<file path="src/isqrt_pkg.sv">
package isqrt_pkg;

	// Fixed field widths of the stream payloads
	localparam int unsigned RADICAND_W = 64;
	localparam int unsigned ROOT_W     = 32;

	// Default number of radicand bits processed
	localparam int unsigned RADICAND_WIDTH_DEF = 64;

endpackage

</file>
<file path="src/isqrt_if.sv">
// Radicand stream
interface isqrt_operand_if;
	logic                                 valid;
	logic                                 ready;
	logic [isqrt_pkg::RADICAND_W-1:0]     radicand;

	modport source (output valid, output radicand, input ready);
	modport sink   (input valid, input radicand, output ready);
endinterface

// Root stream
interface isqrt_result_if;
	logic                             valid;
	logic                             ready;
	logic [isqrt_pkg::ROOT_W-1:0]     root;

	modport source (output valid, output root, input ready);
	modport sink   (input valid, input root, output ready);
endinterface

</file>
<file path="src/isqrt_stage.sv">
// One step of the restoring square-root recurrence, with its own register
// stage. Brings down the top two bits of x and decides one root bit.
module isqrt_stage #(
	parameter int unsigned XW = 64,
	parameter int unsigned QW = 32,
	parameter int unsigned RW = QW + 2
) (
	input  logic          clk,
	input  logic          arst_n,
	input  logic          in_valid,
	output logic          in_ready,
	input  logic [XW-1:0] in_x,
	input  logic [RW-1:0] in_rem,
	input  logic [QW-1:0] in_root,
	output logic          out_valid,
	input  logic          out_ready,
	output logic [XW-1:0] out_x,
	output logic [RW-1:0] out_rem,
	output logic [QW-1:0] out_root
);

	logic          valid_s;
	logic [XW-1:0] x_s;
	logic [RW-1:0] rem_s;
	logic [QW-1:0] root_s;

	logic [RW-1:0] rem_sh;
	logic [RW-1:0] trial;
	logic          take;
	logic          advance;

	// Trial subtraction: (rem << 2 | next pair) against (root << 2 | 1)
	assign rem_sh = RW'({in_rem, in_x[XW-1 -: 2]});
	assign trial  = RW'({in_root, 2'b01});
	assign take   = (rem_sh >= trial);

	// Stage moves when empty or when the next stage takes its beat
	assign in_ready = !valid_s || out_ready;
	assign advance  = in_valid && in_ready;

	always_ff @(posedge clk or negedge arst_n) begin
		if (!arst_n) begin
			valid_s <= 1'b0;
		end else if (in_ready) begin
			valid_s <= in_valid;
		end
	end

	// Payload, no reset
	always_ff @(posedge clk) begin
		if (advance) begin
			x_s    <= XW'({in_x, 2'b00});
			rem_s  <= take ? (rem_sh - trial) : rem_sh;
			root_s <= QW'({in_root, take});
		end
	end

	assign out_valid = valid_s;
	assign out_x     = x_s;
	assign out_rem   = rem_s;
	assign out_root  = root_s;

endmodule

</file>
<file path="src/integer_square_root_floor.sv">
// Floor square root of an unsigned radicand, one recurrence step per stage.
// The result beat is registered through the chain of per-bit pipeline stages.
// Throughput: one beat per cycle; each stage holds under backpressure.
// Reset: arst_n clears every stage valid bit; the pipeline comes up empty.
module integer_square_root_floor #(
	parameter int unsigned RADICAND_WIDTH = isqrt_pkg::RADICAND_WIDTH_DEF
) (
	input  logic                 clk,
	input  logic                 arst_n,
	isqrt_operand_if.sink        operand,
	isqrt_result_if.source       result
);

	localparam int unsigned PAIRS = (RADICAND_WIDTH + 1) / 2;
	localparam int unsigned XW    = 2 * PAIRS;
	localparam int unsigned QW    = PAIRS;
	localparam int unsigned RW    = PAIRS + 2;

	logic          vld   [0:PAIRS];
	logic          rdy   [0:PAIRS];
	logic [XW-1:0] x_w   [0:PAIRS];
	logic [RW-1:0] rem_w [0:PAIRS];
	logic [QW-1:0] root_w[0:PAIRS];

	// Entry: bits above the width are dropped, odd widths padded on top
	assign vld[0]    = operand.valid;
	assign operand.ready = rdy[0];
	assign x_w[0]    = XW'(operand.radicand[RADICAND_WIDTH-1:0]);
	assign rem_w[0]  = '0;
	assign root_w[0] = '0;

	// One stage per root bit, most significant first
	for (genvar i = 0; i < PAIRS; i++) begin : g_step
		isqrt_stage #(
			.XW (XW),
			.QW (QW),
			.RW (RW)
		) u_step (
			.clk       (clk),
			.arst_n    (arst_n),
			.in_valid  (vld[i]),
			.in_ready  (rdy[i]),
			.in_x      (x_w[i]),
			.in_rem    (rem_w[i]),
			.in_root   (root_w[i]),
			.out_valid (vld[i+1]),
			.out_ready (rdy[i+1]),
			.out_x     (x_w[i+1]),
			.out_rem   (rem_w[i+1]),
			.out_root  (root_w[i+1])
		);
	end

	// Last stage register is the output register
	assign result.valid = vld[PAIRS];
	assign rdy[PAIRS]   = result.ready;
	assign result.root  = isqrt_pkg::ROOT_W'(root_w[PAIRS]);

	// Final remainder must be below 2*root+1, i.e. (root+1)^2 exceeds radicand
	a_rem_bound: assert property (@(posedge clk) disable iff (!arst_n)
		result.valid |-> (rem_w[PAIRS] <= RW'({root_w[PAIRS], 1'b0})))
		else $error("remainder out of range at output");

	// An accepted beat lands in the first stage
	a_entry: assert property (@(posedge clk) disable iff (!arst_n)
		(operand.valid && operand.ready) |=> vld[1])
		else $error("accepted beat missing from first stage");

	// Input only backs up when the first stage holds a beat
	a_ready: assert property (@(posedge clk) disable iff (!arst_n)
		!operand.ready |-> vld[1])
		else $error("input stalled with empty first stage");

endmodule
</file>
<file path="src/flat_wrapper.sv">
// flat-port wrapper written by rule: the top's interface ports become plain ports
module integer_square_root_floor_flat 
#(
	parameter int unsigned RADICAND_WIDTH = isqrt_pkg::RADICAND_WIDTH_DEF
)
  (clk, arst_n, operand_valid, operand_radicand, operand_ready, result_valid, result_root, result_ready);
  isqrt_operand_if operand_i ();
  isqrt_result_if result_i ();
  input  logic clk;
  input  logic arst_n;
  input wire logic [$bits(operand_i.valid)-1:0] operand_valid;
  input wire logic [$bits(operand_i.radicand)-1:0] operand_radicand;
  output wire logic [$bits(operand_i.ready)-1:0] operand_ready;
  output wire logic [$bits(result_i.valid)-1:0] result_valid;
  output wire logic [$bits(result_i.root)-1:0] result_root;
  input wire logic [$bits(result_i.ready)-1:0] result_ready;
  assign operand_i.valid = operand_valid;
  assign operand_i.radicand = operand_radicand;
  assign operand_ready = operand_i.ready;
  assign result_valid = result_i.valid;
  assign result_root = result_i.root;
  assign result_i.ready = result_ready;
  integer_square_root_floor #(.RADICAND_WIDTH(RADICAND_WIDTH)) u_core (.clk(clk), .arst_n(arst_n), .operand(operand_i), .result(result_i));
endmodule
</file>
<file path="config.mk">
export PLATFORM = sky130hd
export DESIGN_NAME = integer_square_root_floor_flat
export DESIGN_NICKNAME = d
export VERILOG_FILES = /design/src/isqrt_pkg.sv /design/src/isqrt_if.sv /design/src/isqrt_stage.sv /design/src/integer_square_root_floor.sv /design/src/flat_wrapper.sv
export SDC_FILE = /design/constraint.sdc
export NUM_CORES = 2
export LEC_CHECK = 0
export ABC_AREA = 0
export BUFFER_PORTS_ARGS = -buffer_cell sky130_fd_sc_hd__buf_2
export CAP_MARGIN = 20
export CORE_MARGIN = 2
export CORE_UTILIZATION = 40
export DETAILED_ROUTE_END_ITERATION = 8
export PLACE_DENSITY = 0.65
export SLEW_MARGIN = 20
export SYNTH_ARGS = -nofsm -noshare
export SYNTH_HDL_FRONTEND = slang
export SYNTH_SLANG_ARGS = --single-unit
</file>
<file path="constraint.sdc">
create_clock -name clk -period 17.6 [get_ports clk]
set_clock_uncertainty 0.05 [all_clocks]
set_input_delay 0 -clock clk [delete_from_list [all_inputs] [get_ports clk]]
set_output_delay 0 -clock clk [all_outputs]
set_load 0.1 [all_outputs]
</file>
# == Word level (Yosys, flattened, before mapping) ==
# Index checks and enable logic that the tools add are counted.
# Widths: inputs -> output; s select.
# classes
eq_ne,0
addsub,31
bitwise,0
multipliers,0
div_mod_pow,0
order_cmp,32
n_mux,31
n_shift,0
reduce_logical,96
# op_table
op,n
$mux 32,30
$ge 34x10->1,1
$ge 34x11->1,1
$ge 34x12->1,1
$ge 34x13->1,1
$ge 34x14->1,1
$ge 34x15->1,1
$ge 34x16->1,1
$ge 34x17->1,1
$ge 34x18->1,1
$ge 34x19->1,1
$ge 34x20->1,1
$ge 34x21->1,1
$ge 34x22->1,1
$ge 34x23->1,1
$ge 34x24->1,1
$ge 34x25->1,1
$ge 34x26->1,1
$ge 34x27->1,1
$ge 34x28->1,1
$ge 34x29->1,1
$ge 34x3->1,1
$ge 34x30->1,1
$ge 34x31->1,1
44 further kinds,137
# totals
romBits,0
wordCells,317
ramBits,0
latchBits,0
in_bits,68
ff_bits,2515
memories,0
output_inout_bits,34

# == Longest topological paths before layout ==
# depth
ltp_word,34
mapped_depth,15
depth_no_buf,14

# == Modules after synthesis ==
# Synthesis repeated with hierarchy kept, for this count alone.
# hier_totals
cells_unflattened,16122
area_unflattened_um2,202056.3
# by_module_without_submodules
mod,area_each_um2,seq_area_each_um2,cells_per_inst,instances
isqrt_stage (u_core.g_step[21].u_step ...),6341.1,3868.7,518,19
isqrt_stage (u_core.g_step[0].u_step ...),6274.8,3868.7,483,13
integer_square_root_floor,3.8,0.0,1,1

# == Worst setup path after synthesis ==
# OpenSTA, ideal clock, no wires.
# synth_path
kind,register to register
startpoint,register u_core.g_step[31].u_step.valid_s
endpoint,"register u_core.g_step[10].u_step.rem_s[0], enable pin"
required_time_ps,16892
setup_ps,658
path_slack_ps,9061
t_arrival_ps,7830
synth_period_minus_slack_ps,8539
stages_incl_launch_ff,8
n_path_buf,0
path_cell_list,dfrtp_1 nor2b_1 and3_1 nand3_1 nor4_1 nand2_1 nor2_1 a21boi_0
# synth_between
elab_chain_len,24
# synth_rtl
item,line_no,source
"start, declared",isqrt_stage.sv:22,logic valid_s;
"start signal, assigned",isqrt_stage.sv:45,valid_s <= in_valid;
$logic_not 1->1,isqrt_stage.sv:38,assign in_ready = !valid_s || out_ready;
$logic_or 1x1->1 (22 in series),isqrt_stage.sv:38,
$logic_and 1x1->1,isqrt_stage.sv:39,assign advance = in_valid && in_ready;
named net u_core.g_step[10].u_step.advance,isqrt_stage.sv:30,logic advance;
"end signal, assigned",isqrt_stage.sv:53,rem_s <= take ? (rem_sh - trial) : rem_sh;
"end, declared",isqrt_stage.sv:24,logic [RW-1:0] rem_s;
# The timed path passes the listed nets, and every way through them passes these cells.
# A chain may end at the register's enable or synchronous reset.

# == Final worst setup path ==
# layout_path
startpoint,register u_core.g_step[26].u_step.rem_s[0]
endpoint,"register u_core.g_step[27].u_step.rem_s[15], data pin"
# layout_between
elab_chain_len,2
elab_cells_between_ends,3
cone_classes,add/sub (1); order compare (1); mux (1)
# layout_rtl
item,line_no,source
"start, declared",isqrt_stage.sv:24,
"start signal, assigned",isqrt_stage.sv:53,
$ge 34x29->1,isqrt_stage.sv:35,assign take = (rem_sh >= trial);
named net u_core.g_step[27].u_step.take,isqrt_stage.sv:29,logic take;
$mux 32,isqrt_stage.sv:53,
"end signal, assigned",isqrt_stage.sv:53,
"end, declared",isqrt_stage.sv:24,
# The timed path passes the listed nets, and every way through them passes these cells.

==> metrics.cfg <==
[power]
pwr-share-seq_pct=43.7
ir_drop_mv=0.09292
power.density_nw_per_um2=161.3
cellLeakagePower_uw=0.04884
switchingPower_uw=6723
p_sw_share_pct=32.03
power.internal_uw=14270
p_comb_share_pct=29.7
clkPwrFrac_pct=26.6

[routing]
drc=0
drtIter0Drc=4667
route.met3.wl_mm=10.38
vias_per_cell=5.160
drt-total-wl_mm=225.8
wl_per_cell_microns=17.19
wl_met2_mm=110.7
dr.max_layer_used=met4
vias=67800
wl_met1_mm=99.44
ant_nets=0
first_pass_iters=6

[global_route]
grt_max_degree=82
overflow=0
grtUsageTotal_pct=15.26
antenna_found_initial=3
grt_pass1_vias=67510
grt_pass1_wl_mm=362.9

[sta]
tightestPinTransition_ns=1.070
fmax_mhz=220.5
finalSetupTns_ns=0
finalHoldViolCount=0
period_needed_ns=4.536
holdWs_ns=0.1570
rsz0062_at_grt=no
relSlewSlack_pct=28.70
period_share_pct=25.77
finalMaxSlewViolations=0
setup_violations=0

[synthesis]
synth_top_area_share_pct=64.67
synth_nets=9356
ys_seq_elements=2498
synth_most_common_cell=edfxtp_1
synth_warnings=0
synth_cells=8727
synth_largest_area_cell=edfxtp_1
synthTopCellsByCount=edfxtp_1, inv_1, nand2_1
yosys.cell_types.count=91
synth_edf_count=2466
synth_flop_cell=edfxtp_1
yosys-top-cells-area=edfxtp_1, ha_1, xor2_1
syn_area_per_cell_sq_um=13.12
netlist_area_sq_um=114500
synthArstFlopShare_pct=1.281
ys_seq_area_share_pct=65.37

[setup_path]
worstSetupEndpointType=flop
worstPathCellList=ha_1 -> nor2b_1 -> o31ai_1 -> a21oi_1 -> o21ai_0 -> o31ai_1 -> a221o_1 -> a21oi_1 -> and2_1 -> buf_4 -> inv_1 -> mux2_2
cp.required_ns=18.15
slowest_stage=buf_4
rr_worst_depth=12
critPathLaunch=u_core.g_step[26].u_step.out_rem[0]
cp_max_fo=46
critPathLaunchType=flop
reg2reg_slack_ns=13.06
r2r_start=u_core.g_step[26].u_step.out_rem[0]
critPathMaxStageDelay_ns=0.44
critPathKind=reg -> reg
timing.rr.end=u_core.g_step[27].u_step.out_rem[15]
worstPathArrival_ns=5.09

[floorplan]
die_x_microns=539.0
rows=196
start_util_pct=40.18
fp.dieArea_sq_um=290600
die_h_microns=539.0
io_pins=102
coreArea_sq_um=285000

[cts]
clock_path_buffers=4
cts_setup_buffers=0
cts_num_sinks=2498
insertion_delay_ns=0.86
holdBufCountCts=135
cts_tree=done
clockRootBuffer=clkbuf_16
clk_pin_slew_worst_paths_ns=0.06
htree_levels=5
numCtsBuffers=278
cts.repair.resized=0

[layout]
drive_gt1_share_pct=7.816
finish.instance_area_sq_um=130200
antennaDiodeCount=0
nFillCells=24860
utilization_pct=45.68
area.growth.synth_to_final_pct=13.67
nets=9801

[outcome]
outcome=finished, final reports clean

[place]
post_dp_cell_area_sq_um=119900
portBuffers=101
dpl.hpwl_mm=168.0
gp_congestion=0.9312

[flow_run]
cap_violations=0

[hold_path]
hp-class=in -> async

==> metrics by stage <==
stage | power, uW | instances | worst slack, ns
final | 20990 | 13140 | 13.06
after global routing | 22280 | 13140 | 12.72
after CTS | 21130 | 13140 | 13.13
after detailed placement | 15440 | 12520 | 13.15
after global placement | 15230 | 12520 | 13.23
after floorplan | 13770 | 8727 | 9.061
==> placed cells by master, fill, tap and decap left out, types with 50 or more instances in the layout <==
cell           count
clkinv_1          51
nor2_1           490
nor2b_1           85
nand3_1          126
o31ai_1           82
a21oi_1          418
nor3_1           219
mux2_2            51
nand4_1           86
ha_1             561
nand2b_1         116
dlygate4sd3_1    134
buf_4             54
o21a_1           118
edfxtp_1        2466
inv_1            715
nor4_1           104
clkbuf_16        282
nand2_1          664
o21ai_0          514
xor2_1           387
o21bai_1          52
or3_1            107
a21o_1           162
and3_1            50
clkbuf_1          53
or2_2             53
xnor2_1          369
buf_2            101
==> cell families after synthesis <==
logic type / count (synthesis) / share of synthesized area, %
DFF: 2498 / 65.37
and+or+nand+nor: 2302 / 9.901
AOI/OAI and AO/OA: 1669 / 9.072
buffers and inverters: 849 / 2.813
xor gates and xnor gates: 756 / 5.783
adders and majority gates: 561 / 6.130
muxes: 91 / 0.9288
other: 1 / 0.003275
==> cell type report <==
cell class                 instances  area (sq um)  area share [%]
multi-input combinational       5380         36740           28.23
inverter                         721          2706           2.079
sequential                      2498         74850           57.51
clock buffer                     335          7256           5.574
timing repair buffer             293          2335           1.794
clock inverter                   151          1563           1.201
tap                             3762          4707           3.616
==> power groups by stage <==
stage	registers, uW	clock network [uW]	logic (uW)
final	9170	5580	6240
after global routing	9300	5990	6990
after CTS	9180	5740	6200
after detailed placement	9300	0	6140
after global placement	9280	0	5950
after floorplan	9050	0	4720
==> how the worst max path moves through the flow <==
| stage | to | depth (start not counted) |
|---|---|---|
| 2_1_floorplan | u_core.g_step[10].u_step.out_rem[0] | 7 |
| 3_3_place_gp | u_core.g_step[27].u_step.out_rem[11] | 12 |
| 3_5_place_dp | u_core.g_step[27].u_step.out_rem[15] | 12 |
| 4_1_cts | u_core.g_step[27].u_step.out_rem[15] | 12 |
| 5_1_grt | u_core.g_step[27].u_step.out_rem[15] | 12 |
| 6_report | u_core.g_step[27].u_step.out_rem[15] | 12 |
==> critical path, delay by kind of cell, from the launching register on <==
kind | cells | cell delay (ns)
AOI/OAI and AO/OA | 6 | 1.93
adders and majority gates | 1 | 0.37
DFF | 1 | 0.40
and+or+nand+nor | 2 | 0.48
muxes | 1 | 0.33
buffers and inverters | 2 | 0.67
==> per-layer routing <==
layer	up-vias	track usage, %
li1	33150	-
met1	32920	19.79
met2	1355	26.40
met3	376	2.417
met4	0	4.221
met5	-	0
==> sequential cells by signal (all words and copies together) (netlist names) <==
name                            cells
u_core.g_step.u_step.out_x        992
u_core.g_step.u_step.out_rem      946
u_core.g_step.u_step.out_root     528
u_core.g_step.u_step.out_valid     32
Power figures use the tool's default switching activity.
